===== src/sv/jtag_transaction_shifter_defines.svh =====
// Shared assertion macros.
`ifndef JTAG_TRANSACTION_SHIFTER_DEFINES_SVH
`define JTAG_TRANSACTION_SHIFTER_DEFINES_SVH

// Same-cycle implication, disabled during reset.
`define JTS_ASSERT_IMP(name, clk, rst, ante, cons) \
   name: assert property (@(posedge clk) disable iff (rst) (ante) |-> (cons)) \
      else $error("jts assertion failed");

// Next-cycle implication, disabled during reset.
`define JTS_ASSERT_NEXT(name, clk, rst, ante, cons) \
   name: assert property (@(posedge clk) disable iff (rst) (ante) |=> (cons)) \
      else $error("jts assertion failed");

`endif


===== src/sv/jts_pkg.sv =====
package jts_pkg;

   localparam int QUEUE_DEPTH    = 8;
   localparam int MAX_SHIFT_BITS = 64;
   localparam int QIDX_W         = (QUEUE_DEPTH > 1) ? $clog2(QUEUE_DEPTH) : 1;
   localparam int QCNT_W         = $clog2(QUEUE_DEPTH + 1);
   localparam int DATA_W         = 64;
   localparam int DATA_IDX_W     = $clog2(DATA_W);
   localparam int KIND_W         = 3;
   localparam int NBITS_W        = 7;
   localparam int HOLD_W         = 16;

   localparam logic [HOLD_W-1:0] TRST_HOLD_RESET = 16'd1000;

   localparam logic ACT_ENQUEUE = 1'b0;
   localparam logic ACT_TICK    = 1'b1;

   localparam logic [KIND_W-1:0] KIND_SHIFT_DR  = 3'd0;
   localparam logic [KIND_W-1:0] KIND_ENTER_IR  = 3'd1;
   localparam logic [KIND_W-1:0] KIND_TAP_RESET = 3'd2;
   localparam logic [KIND_W-1:0] KIND_PLAIN     = 3'd3;
   localparam logic [KIND_W-1:0] KIND_TRST      = 3'd4;

   typedef struct packed {
      logic                action;
      logic [KIND_W-1:0]   kind;
      logic [NBITS_W-1:0]  bit_count;
      logic [DATA_W-1:0]   tdi_data;
      logic                capture;
      logic                end_in_idle;
      logic                tdo_pin;
   } req_type;

   typedef struct packed {
      logic                tck;
      logic                tms;
      logic                tdi;
      logic                trst_n;
      logic                done_res;
      logic [DATA_W-1:0]   captured_tdo;
      logic                busy_res;
      logic                dropped;
   } rsp_type;

   typedef struct packed {
      logic                rti;
      logic                cap;
      logic [NBITS_W-1:0]  n;
      logic [KIND_W-1:0]   kind;
   } ctrl_type;

   typedef struct packed {
      logic [DATA_W-1:0]   bits;
      ctrl_type            ctrl;
   } q_entry_type;

   // front to back
   typedef struct packed {
      logic tick;
      logic tdo_pin;
      logic nonempty;
   } fe_ctl_type;

   // front status toward the result
   typedef struct packed {
      logic dropped;
      logic nonempty_next;
   } fe_stat_type;

   typedef struct packed {
      logic                tck;
      logic                tms;
      logic                tdi;
      logic                trst_n;
      logic                done;
      logic [DATA_W-1:0]   captured;
      logic                active;
   } eng_res_type;

endpackage


===== src/sv/jts_front.sv =====
`include "jtag_transaction_shifter_defines.svh"

module jts_front (
   input  logic                  clock,
   input  logic                  reset,
   input  logic                  item_valid,
   input  jts_pkg::req_type      item,
   input  logic                  pop,
   output jts_pkg::q_entry_type  head,
   output jts_pkg::fe_ctl_type   ctl,
   output jts_pkg::fe_stat_type  stat
);
   import jts_pkg::*;

   q_entry_type        q_ff [QUEUE_DEPTH];
   logic [QIDX_W-1:0]  head_ff, head_in;
   logic [QIDX_W-1:0]  tail_ff, tail_in;
   logic [QCNT_W-1:0]  count_ff, count_in;
   logic               full;
   logic               enq;
   logic               push;
   q_entry_type        entry;

   assign full = (count_ff >= QCNT_W'(QUEUE_DEPTH));
   assign enq  = item_valid && (item.action == ACT_ENQUEUE);
   assign push = enq && !full;

   always_comb begin
      entry.bits      = item.tdi_data;
      entry.ctrl.kind = item.kind;
      entry.ctrl.n    = (item.bit_count > NBITS_W'(MAX_SHIFT_BITS)) ?
                        NBITS_W'(MAX_SHIFT_BITS) : item.bit_count;
      entry.ctrl.cap  = item.capture;
      entry.ctrl.rti  = item.end_in_idle;
   end

   always_comb begin
      head_in  = head_ff;
      tail_in  = tail_ff;
      count_in = count_ff;
      if (push) begin
         tail_in  = (tail_ff == QIDX_W'(QUEUE_DEPTH - 1)) ? '0 : tail_ff + 1'b1;
         count_in = count_ff + 1'b1;
      end else if (pop) begin
         head_in  = (head_ff == QIDX_W'(QUEUE_DEPTH - 1)) ? '0 : head_ff + 1'b1;
         count_in = count_ff - 1'b1;
      end
   end

   always_ff @(posedge clock) begin
      if (reset) begin
         head_ff  <= '0;
         tail_ff  <= '0;
         count_ff <= '0;
      end else begin
         head_ff  <= head_in;
         tail_ff  <= tail_in;
         count_ff <= count_in;
      end
   end

   always_ff @(posedge clock) begin
      if (push) begin
         q_ff[tail_ff] <= entry;
      end
   end

   assign head = q_ff[head_ff];

   assign ctl.tick     = item_valid && (item.action == ACT_TICK);
   assign ctl.tdo_pin  = item.tdo_pin;
   assign ctl.nonempty = (count_ff != '0);

   assign stat.dropped       = enq && full;
   assign stat.nonempty_next = (count_in != '0);

   `JTS_ASSERT_IMP(a_count_bound, clock, reset, 1'b1, count_ff <= QCNT_W'(QUEUE_DEPTH))
   `JTS_ASSERT_IMP(a_pop_nonempty, clock, reset, pop, (count_ff != '0) && !push)
   `JTS_ASSERT_IMP(a_ptr_match, clock, reset, head_ff == tail_ff,
                   (count_ff == '0) || (count_ff == QCNT_W'(QUEUE_DEPTH)))

endmodule


===== src/sv/jts_engine.sv =====
`include "jtag_transaction_shifter_defines.svh"

module jts_engine (
   input  logic                      clock,
   input  logic                      reset,
   input  logic                      csr_wr_en,
   input  logic [jts_pkg::HOLD_W-1:0] csr_wr_data,
   input  jts_pkg::fe_ctl_type       ctl,
   input  jts_pkg::q_entry_type      head,
   output logic                      pop,
   output jts_pkg::eng_res_type      res
);
   import jts_pkg::*;

   typedef struct packed {
      logic tdo;
      logic tdi;
      logic tms;
   } cmd_type;

   function automatic logic [NBITS_W-1:0] pre_len(logic [KIND_W-1:0] k);
      logic [NBITS_W-1:0] r;
      r = '0;
      if (k == KIND_SHIFT_DR) r = NBITS_W'(2);
      if (k == KIND_ENTER_IR) r = NBITS_W'(3);
      return r;
   endfunction

   function automatic logic [NBITS_W-1:0] cmd_count(ctrl_type c);
      logic [NBITS_W-1:0] r;
      case (c.kind)
         KIND_TAP_RESET: r = NBITS_W'(7);
         KIND_TRST:      r = NBITS_W'(2);
         default:        r = pre_len(c.kind) + c.n + (c.rti ? NBITS_W'(3) : NBITS_W'(2));
      endcase
      return r;
   endfunction

   function automatic cmd_type cmd_at(ctrl_type c, logic [DATA_W-1:0] d,
                                      logic [NBITS_W-1:0] pos);
      cmd_type            r;
      logic [NBITS_W-1:0] pre;
      logic [NBITS_W-1:0] p;
      logic [NBITS_W-1:0] q;
      r   = '0;
      pre = pre_len(c.kind);
      p   = pos - pre;
      q   = p - c.n;
      case (c.kind)
         KIND_TAP_RESET: r.tms = (pos < NBITS_W'(5)) || (pos == NBITS_W'(6));
         KIND_TRST:      r.tms = (pos == NBITS_W'(1));
         default: begin
            if (pos < pre) begin
               r.tms = (c.kind == KIND_ENTER_IR) && (pos == '0);
            end else if (p < c.n) begin
               r.tdo = 1'b1;
               r.tdi = d[p[DATA_IDX_W-1:0]];
               r.tms = (p == c.n - 1'b1);
            end else if (q == '0) begin
               r.tms = 1'b1;
            end else if (c.rti) begin
               r.tms = (q == NBITS_W'(2));
            end else begin
               r.tms = 1'b1;
            end
         end
      endcase
      return r;
   endfunction

   logic [HOLD_W-1:0]   trst_hold_ff;
   logic                active_ff, active_in;
   logic [NBITS_W-1:0]  pos_ff, pos_in;
   logic                phase_ff, phase_in;
   logic [NBITS_W-1:0]  capidx_ff, capidx_in;
   logic [DATA_W-1:0]   word_ff, word_in;
   logic [HOLD_W-1:0]   hold_ff, hold_in;
   logic                tck_ff, tck_in;
   logic                tms_ff, tms_in;
   logic                tdi_ff, tdi_in;
   logic                trst_n_ff, trst_n_in;
   logic [DATA_W-1:0]   bits_ff, bits_in;
   ctrl_type            ctrl_ff, ctrl_in;
   logic                done;
   logic [DATA_W-1:0]   cap_out;
   logic                go;
   cmd_type             cmd;

   always_comb begin
      active_in = active_ff;
      pos_in    = pos_ff;
      phase_in  = phase_ff;
      capidx_in = capidx_ff;
      word_in   = word_ff;
      hold_in   = hold_ff;
      tck_in    = tck_ff;
      tms_in    = tms_ff;
      tdi_in    = tdi_ff;
      trst_n_in = trst_n_ff;
      bits_in   = bits_ff;
      ctrl_in   = ctrl_ff;
      done      = 1'b0;
      cap_out   = '0;
      pop       = 1'b0;
      go        = 1'b0;
      cmd       = '0;
      if (ctl.tick) begin
         if (active_ff && (hold_ff != '0)) begin
            hold_in = hold_ff - 1'b1;
            if (hold_ff == HOLD_W'(1)) trst_n_in = 1'b1;
         end else begin
            go = 1'b1;
            if (!phase_ff && (!active_ff || (pos_ff >= cmd_count(ctrl_ff)))) begin
               if (active_ff) begin
                  done    = 1'b1;
                  cap_out = ctrl_ff.cap ? word_ff : '0;
                  tdi_in  = 1'b0;
               end
               if (ctl.nonempty) begin
                  pop       = 1'b1;
                  bits_in   = head.bits;
                  ctrl_in   = head.ctrl;
                  active_in = 1'b1;
                  pos_in    = '0;
                  capidx_in = '0;
                  word_in   = '0;
                  if (head.ctrl.kind == KIND_TRST) begin
                     trst_n_in = 1'b0;
                     hold_in   = (trst_hold_ff == '0) ? HOLD_W'(1) : trst_hold_ff;
                     go        = 1'b0;
                  end
               end else begin
                  active_in = 1'b0;
               end
            end
            if (go && active_in) begin
               if (!phase_ff) begin
                  tck_in = 1'b0;
                  if (pos_in < cmd_count(ctrl_in)) begin
                     cmd    = cmd_at(ctrl_in, bits_in, pos_in);
                     pos_in = pos_in + 1'b1;
                  end
                  if (cmd.tdo && ctrl_in.cap && (capidx_in < NBITS_W'(DATA_W))) begin
                     word_in[capidx_in[DATA_IDX_W-1:0]] = ctl.tdo_pin;
                     capidx_in = capidx_in + 1'b1;
                  end
                  tms_in   = cmd.tms;
                  tdi_in   = cmd.tdi;
                  phase_in = 1'b1;
               end else begin
                  tck_in   = 1'b1;
                  phase_in = 1'b0;
               end
            end
         end
      end
   end

   always_ff @(posedge clock) begin
      if (reset) begin
         trst_hold_ff <= TRST_HOLD_RESET;
         active_ff    <= 1'b0;
         pos_ff       <= '0;
         phase_ff     <= 1'b0;
         capidx_ff    <= '0;
         word_ff      <= '0;
         hold_ff      <= '0;
         tck_ff       <= 1'b0;
         tms_ff       <= 1'b0;
         tdi_ff       <= 1'b0;
         trst_n_ff    <= 1'b1;
         bits_ff      <= '0;
         ctrl_ff      <= '0;
      end else begin
         if (csr_wr_en) trst_hold_ff <= csr_wr_data;
         active_ff <= active_in;
         pos_ff    <= pos_in;
         phase_ff  <= phase_in;
         capidx_ff <= capidx_in;
         word_ff   <= word_in;
         hold_ff   <= hold_in;
         tck_ff    <= tck_in;
         tms_ff    <= tms_in;
         tdi_ff    <= tdi_in;
         trst_n_ff <= trst_n_in;
         bits_ff   <= bits_in;
         ctrl_ff   <= ctrl_in;
      end
   end

   assign res.tck      = tck_in;
   assign res.tms      = tms_in;
   assign res.tdi      = tdi_in;
   assign res.trst_n   = trst_n_in;
   assign res.done     = done;
   assign res.captured = cap_out;
   assign res.active   = active_in;

   `JTS_ASSERT_IMP(a_trst_hold, clock, reset, 1'b1, (!trst_n_ff) == (hold_ff != '0))
   `JTS_ASSERT_IMP(a_pos_bound, clock, reset, active_ff, pos_ff <= cmd_count(ctrl_ff))
   `JTS_ASSERT_NEXT(a_tck_rise, clock, reset,
                    ctl.tick && phase_ff && active_ff && (hold_ff == '0),
                    tck_ff && !phase_ff)

endmodule


===== src/sv/jtag_transaction_shifter.sv =====
// Channel   Direction  Handshake            Payload
// req_      in         req_valid/req_ready  jts_pkg::req_type (enqueue or tick)
// rsp_      out        rsp_valid/rsp_ready  jts_pkg::rsp_type (pins and status)
// csr_      in         csr_wr_en            trst_hold_ticks, 16 bit
//
// Requests are taken one per cycle while req_ready is high; each gets one registered response.
// The transaction queue and TAP engine both update in the cycle of the transfer.
// A response and a skid entry are held when rsp_ready is low; req_ready drops
// only while the skid entry is occupied.
// Synchronous reset empties the queue and both output stages and idles the engine.
module jtag_transaction_shifter (
   input  logic                       clock,
   input  logic                       reset,
   input  logic                       req_valid,
   output logic                       req_ready,
   input  jts_pkg::req_type           req_data,
   output logic                       rsp_valid,
   input  logic                       rsp_ready,
   output jts_pkg::rsp_type           rsp_data,
   input  logic                       csr_wr_en,
   input  logic [jts_pkg::HOLD_W-1:0] csr_wr_data
);
   import jts_pkg::*;

   logic         fire;
   logic         pop;
   q_entry_type  head;
   fe_ctl_type   fe_ctl;
   fe_stat_type  fe_stat;
   eng_res_type  eng;
   rsp_type      result;
   logic         rsp_valid_ff;
   rsp_type      rsp_data_ff;
   logic         skid_valid_ff;
   rsp_type      skid_data_ff;

   assign req_ready = !skid_valid_ff;
   assign fire      = req_valid && req_ready;

   jts_front u_front (
      .clock      (clock),
      .reset      (reset),
      .item_valid (fire),
      .item       (req_data),
      .pop        (pop),
      .head       (head),
      .ctl        (fe_ctl),
      .stat       (fe_stat)
   );

   jts_engine u_engine (
      .clock       (clock),
      .reset       (reset),
      .csr_wr_en   (csr_wr_en),
      .csr_wr_data (csr_wr_data),
      .ctl         (fe_ctl),
      .head        (head),
      .pop         (pop),
      .res         (eng)
   );

   always_comb begin
      result.tck          = eng.tck;
      result.tms          = eng.tms;
      result.tdi          = eng.tdi;
      result.trst_n       = eng.trst_n;
      result.done_res     = eng.done;
      result.captured_tdo = eng.captured;
      result.busy_res     = eng.active || fe_stat.nonempty_next;
      result.dropped      = fe_stat.dropped;
   end

   always_ff @(posedge clock) begin
      if (reset) begin
         rsp_valid_ff  <= 1'b0;
         skid_valid_ff <= 1'b0;
      end else if (!rsp_valid_ff || rsp_ready) begin
         if (skid_valid_ff) begin
            rsp_valid_ff  <= 1'b1;
            skid_valid_ff <= 1'b0;
         end else begin
            rsp_valid_ff <= fire;
         end
      end else if (fire) begin
         skid_valid_ff <= 1'b1;
      end
   end

   always_ff @(posedge clock) begin
      if (!rsp_valid_ff || rsp_ready) begin
         rsp_data_ff <= skid_valid_ff ? skid_data_ff : result;
      end else if (fire) begin
         skid_data_ff <= result;
      end
   end

   assign rsp_valid = rsp_valid_ff;
   assign rsp_data  = rsp_data_ff;

endmodule

===== config.mk =====
export PLATFORM = sky130hd
export DESIGN_NAME = jtag_transaction_shifter
export DESIGN_NICKNAME = d
export VERILOG_FILES = /design/src/sv/jts_pkg.sv /design/src/sv/jts_front.sv /design/src/sv/jts_engine.sv /design/src/sv/jtag_transaction_shifter.sv
export VERILOG_INCLUDE_DIRS = /design/src /design/src/sv
export SDC_FILE = /design/constraint.sdc
export NUM_CORES = 1
export LEC_CHECK = 0
export ABC_CLOCK_PERIOD_IN_PS = 9200
export BUFFER_PORTS_ARGS = -buffer_cell sky130_fd_sc_hd__buf_2
export CORE_MARGIN = 4
export CORE_UTILIZATION = 56
export CTS_CLUSTER_SIZE = 30
export DETAILED_ROUTE_END_ITERATION = 8
export PLACE_DENSITY_LB_ADDON = 0.3
export SYNTH_ARGS = -nofsm -noshare
export SYNTH_HDL_FRONTEND = slang
export SYNTH_HIERARCHICAL = 1
export SYNTH_SLANG_ARGS = --single-unit

===== constraint.sdc =====
create_clock -name clock -period 9.2 [get_ports clock]
set_clock_uncertainty 0.15 [all_clocks]
set_input_delay 0.92 -clock clock [delete_from_list [all_inputs] [get_ports clock]]
set_output_delay 0.92 -clock clock [all_outputs]
set_load 0.05 [all_outputs]

# After elaboration in Yosys (flattened, before gate mapping)
# Memory sizes are Yosys's and may differ from the RTL's. A register that Yosys moved wholly into a read port is not among the register bits.
# Cells that the tools add are included.
op_classes:
  add_sub_neg: 14
  order_cmp: 11
  eq_ne: 14
  n_mux: 134
  bitwise_logic: 4
  n_reduce_logical: 40
op_table:
  columns: ["op", "n"]
  rows:
  - ["$mux W64", 16]
  - ["$mux W7", 34]
  - ["$mux W16", 5]
  - ["$mux W71", 1]
  - ["$bwmux W64", 1]
  - ["$mux W1", 50]
  - ["$mux W12", 4]
  - ["$add A7 B7 Y7", 4]
  - ["$pmux W7 S2", 2]
  - ["$mux W3", 9]
  - ["$lt A7 B7 Y1", 3]
  - ["$eq A16 B1 Y1 const B", 1]
  - ["$logic_not A16 Y1", 1]
  - ["$reduce_bool A16 Y1", 1]
  - ["$sub A16 B1 Y16 const B", 1]
  - ["$eq A3 B3 Y1 const B", 5]
  - ["$add A7 B1 Y7 const B", 2]
  - ["$logic_not A7 Y1", 2]
  - ["$lt A6 B7 Y1 const B", 2]
  - ["$mux W2", 7]
  - ["$sub A7 B7 Y7", 2]
  - ["$logic_and A1 B1 Y1", 12]
  - ["$mux W4", 2]
  - ["$reduce_bool A4 Y1", 2]
  - ["other kinds (28)", 48]
totals:
  ff_bits: 346
  ramBits: 608
  inputBits: 99
  output_inout_bits: 73
  wordCells: 255
  memories: 1
memory_table:
  columns: ["name", "depth", "width", "rd", "rd_ports_with_merged_regs", "wr", "line", "text"]
  rows:
  - ["u_front.q_ff", 8, 76, 1, 1, 1, "jts_front.sv:15", "q_entry_type q_ff [QUEUE_DEPTH];"]

# Longest topological paths before layout
depth:
  depth_word: 56
  mapped_depth: 42
  ltp_nobuf: 36

# Cells and area by module
# Netlist, hierarchy kept.
by_module_without_submodules:
  columns: ["mod", "instances", "cells_per_inst", "area_each_um2"]
  rows:
  - ["jts_front", 1, 972, 23522.6]
  - ["jts_engine", 1, 1533, 12114.1]
  - ["jtag_transaction_shifter", 1, 231, 5445.2]

# Worst setup path before layout
# OpenSTA, ideal clock, no wires.
synth_path:
  path_type: "in2reg"
  start: "in req_valid"
  end: "mem u_front/q_ff[0][0] (netlist bit) (enable)"
  t_arrival_ns: 8.984
  t_required_ns: 8.353
  path_slack_ns: -0.631
  path_stages: 5
  n_path_buf: 2
  path_cell_list: "nor2b_1 > or3b_1 > buf_6 > clkbuf_1 > nor4_1"
synth_via:
  elab_chain_len: 5
synth_lines:
  columns: ["item", "line", "text"]
  rows:
  - ["from (decl)", "jtag_transaction_shifter.sv:14", "input logic req_valid,"]
  - ["$logic_and A1 B1 Y1", "jtag_transaction_shifter.sv:38", "assign fire = req_valid && req_ready;"]
  - ["$logic_and A1 B1 Y1", "jts_front.sv:25", "assign enq = item_valid && (item.action == ACT_ENQUEUE);"]
  - ["$logic_and A1 B1 Y1", "jts_front.sv:26", "assign push = enq && !full;"]
  - ["$mux W1", "jts_front.sv:63", "if (push) begin"]
  - ["$mux W1 (implied by the code)", "jts_front.sv:64", "q_ff[tail_ff] <= entry;"]
  - ["to (decl)", "jts_front.sv:15", null]
# Every way passes these cells.

# Final worst setup path
layout_path:
  start: "reg u_engine/ctrl_ff[1] (netlist bit)"
  end: "reg u_engine.word_ff[55]"
layout_via:
  elab_chain_len: 43
layout_lines:
  columns: ["item", "line", "text"]
  rows:
  - ["from (decl)", "jts_engine.sv:83", "ctrl_type ctrl_ff, ctrl_in;"]
  - ["from (signal assigned)", "jts_engine.sv:187", "ctrl_ff <= ctrl_in;"]
  - ["$logic_not A3 Y1", "jts_engine.sv:24", "if (k == KIND_SHIFT_DR) r = NBITS_W'(2);"]
  - ["$mux W2", "jts_engine.sv:24", null]
  - ["$mux W2", "jts_engine.sv:25", "if (k == KIND_ENTER_IR) r = NBITS_W'(3);"]
  - ["$mux W7", "jts_engine.sv:31", "case (c.kind)"]
  - ["$mux W7", "jts_engine.sv:108", "if (active_ff && (hold_ff != '0)) begin"]
  - ["$mux W7", "jts_engine.sv:107", "if (ctl.tick) begin"]
  - ["$add A7 B7 Y7 (2 in series)", "jts_engine.sv:34", "default: r = pre_len(c.kind) + c.n + (c.rti ? NBITS_W'(3) : NBITS_W'(2));"]
  - ["$pmux W7 S2", "jts_engine.sv:31", null]
  - ["[... 25 more ...]", null, null]
  - ["$mux W3", "jts_engine.sv:137", "if (!phase_ff) begin"]
  - ["$mux W3", "jts_engine.sv:136", "if (go && active_in) begin"]
  - ["$mux W3", "jts_engine.sv:108", null]
  - ["$mux W3", "jts_engine.sv:107", null]
  - ["$logic_and A1 B1 Y1 (2 in series)", "jts_engine.sv:143", "if (cmd.tdo && ctrl_in.cap && (capidx_in < NBITS_W'(DATA_W))) begin"]
  - ["$mux W64", "jts_engine.sv:143", null]
  - ["$mux W64", "jts_engine.sv:137", null]
  - ["$mux W64 (*)", "jts_engine.sv:136", null]
  - ["to (signal assigned)", "jts_engine.sv:180", "word_ff <= word_in;"]
  - ["to (decl)", "jts_engine.sv:76", "logic [DATA_W-1:0] word_ff, word_in;"]
# Every way passes the cells marked *; elsewhere a longest branch is shown, timed or not. The select of a mux whose other input is x is not followed.
# A chain may end at the register's enable or synchronous reset.

==> qor.yml <==
status: "complete, no violations"
p_leak_nw: 15.6
layout_commonest_cell: "edfxtp_1"
hold_start: "u_engine/bits_ff[36]"
grt_overflow_total: 0
cts_max_level: 3
dp_hpwl_um: 56800
num_io_pins: 172
ys_seq_area_frac: 0.649
fin_crit_sh: 0.925
cp_slowest_stage_delay_ns: 0.80
die_area_um2: 77800
clkTransAtPathRegs_ns: 0.06
grt_setup_unrepaired: "false"
slew_viol_final: 0
cpMaxStageDelayCell: "nor3_2"
hold_depth: 2
route.vias.total: 24352
cp_max_fo: 20
die_y_um: 279
grt_pass1_vias: 24628
wl_um: 94300
crit_buf_inv: 4
synth.distinct_cells: 89
async_flop_share: 0
die_w_um: 279
clk_latency_ns: 0.66
relSlewSlack: 0.153
rr_startpoint: "u_engine/ctrl_ff[1]"
ys.flop_type: "edfxtp_1"
yosys.area.top_type: "edfxtp_1"
placementRows: 99
finalSetupViolCount: 0
synth-seq-cells: 957
yosysWarnings: 6
crit_family: "adder cells"
period_needed_ns: 8.51
drc: 0
tns_ns: 0
avgSynthCellArea_um2: 15.0
ys_top_cells_by_area: "edfxtp_1 (55%), dfxtp_1 (10%), mux4_2 (9.6%), mux2_2 (2.6%), nand2_1 (2.5%)"
ff2ff_path_depth: 31
clock-sinks: 957
drive_gt1_frac: 0.253
end_kind: "register"
powerDensity_nw_per_um2: 223
first_pass_iters: 5
cts-root-buf: "clkbuf_16"
hold_slack_ns: 0.304
ant_nets: 0
grt_usage: 0.239
vias_per_cell: 6.22
ir_worst_vdd_mv: 0.184
holdBufCountCts: 0
maxCapViolations: 0
postCtsSetupRepairBufs: 0
cts_made_buffers: 97
critPathMostFrequentCell: "ha_1"
cts.repair.resized: 0
crit_cells: 31
portBuffers: 171
hold_viol_final: 0
worstSetupStartpointType: "register"
yosysTopAreaCellShare: 0.548
holdPathEnd: "u_engine/bits_ff[36]"
antenna_found_initial: 10
synth_cells: 2736
synth_fp_nets: 2884
synth_edf_count: 750
cp.required_ns: 9.62
cts_tree: "built"
synth_area_um2: 41100
routedWlPerCell_um: 24.1
path_class: "register to register"
nets: 3019
gp_congestion: 0.929
worstPathArrival_ns: 8.93
fmax_mhz: 117
grt_first_pass_wirelength_um: 145000
start_util: 0.564
ff2ff_setup_slack_ns: 0.69
clockBufferDepth: 3
area_delta_synth_final_pct: 11.8
coreArea_um2: 72800
grt_max_degree: 78
final_cell_mix: "edfxtp_1 (750), nand2_1 (269), dfxtp_1 (203), mux4_2 (175), buf_2 (170)"
hold_class: "register to register"
detail_route.iter0.violations: 2110
tightest_slew_ns: 1.27
worstReg2RegEnd: "u_engine/word_ff[55]"
## worst register-to-register path: cells and delay by family, from the launching register on
kind	cells	cell delay, ns
mux	1	0.63
flops	1	0.37
buf+inv	4	0.47
fa+ha+maj	8	2.54
xor+xnor	1	0.16
compound gates	9	2.18
simple gates	8	1.97
## metrics by stage
step                instance area [um2]  total power [W]  worst slack [ns]  utilization  std cells
global placement                  42600          0.00625             0.913        0.585       3731
detailed placement                42600          0.00628             0.876        0.585       3731
floorplan                         41100          0.00591             0.458            -       2736
global route                      45900           0.0106             0.124        0.631       3914
CTS                               45900           0.0103             0.839        0.631       3911
finish                            45900           0.0102             0.687        0.631       3916
## layout make-up
type / instances / area, um2
multi-input combinational: 1539 / 13300
clock buffer: 130 / 2680
clock inverter: 50 / 634
sequential: 957 / 26700
tap: 959 / 1200
timing repair buffer: 223 / 1250
inverter: 53 / 199
antenna: 5 / 12.5
fill: 5206 / 26900
## routing by layer
| layer | wire [um] | vias to the layer above | track usage |
|---|---|---|---|
| met1 | 37000 | 12323 | 0.312 |
| met2 | 49000 | 896 | 0.415 |
| met4 | 2710 | 12 | 0.0786 |
| met3 | 5550 | 184 | 0.0365 |
| met5 | 81 | - | 0 |
| li1 | - | 10937 | - |
## registers in the layout, summed over array words and instances, names as in the netlist, 12 cells and up, named ones only
signal and cells:
u_engine/trst_hold_ff 16, u_engine/hold_ff 16, rsp_data 71, u_engine/ctrl_ff 12
skid_data_ff 71, u_front/q_ff 608, u_engine/word_ff 64, u_engine/bits_ff 64
## cells in the mapped netlist, drive strengths merged (15+ instances only)
library cell and instances:
nand4 22, mux2 155, dfxtp 207, mux4 175
nand2b 16, and3 78, o211ai 21, nand2 273
or3 19, a21oi 165, a211oi 22, mux2i 37
inv 52, o21ai 55, ha 43, buf 86
a22oi 16, clkbuf 101, edfxtp 750, a31oi 26
nor2 94, nand3 60, nor4 19, o311ai 16
o21a 15, nor3 37
## power breakdown
part           leakage [nW]  total [W]  internal [W]  switching [W]
clock                  1.60    0.00404       0.00240        0.00164
sequential             8.59    0.00484       0.00477      0.0000649
combinational          5.44    0.00136      0.000502       0.000861
## worst max-delay path by stage
| stage | from | end |
|---|---|---|
| 6_report | u_engine/ctrl_ff[1] | u_engine/word_ff[55] |
| 5_1_grt | u_engine/ctrl_ff[1] | u_engine/word_ff[31] |
| 4_1_cts | u_engine/ctrl_ff[1] | u_engine/word_ff[3] |
| 3_5_place_dp | u_engine/ctrl_ff[1] | u_engine/word_ff[3] |
| 3_3_place_gp | u_engine/ctrl_ff[1] | u_engine/word_ff[3] |
| 2_1_floorplan | rsp_ready | skid_data_ff[0] |
## kinds of logic after synthesis
| logic type | Yosys count | synth area share |
|---|---|---|
| adders and majority gates | 49 | 0.0160 |
| DFF | 957 | 0.649 |
| xor gates and xnor gates | 23 | 0.00490 |
| AOI/OAI and AO/OA | 428 | 0.0677 |
| and+or+nand+nor | 672 | 0.0800 |
| muxes | 367 | 0.153 |
| buffers and inverters | 240 | 0.0295 |
No activity file was read; power rests on OpenSTA's default activity.
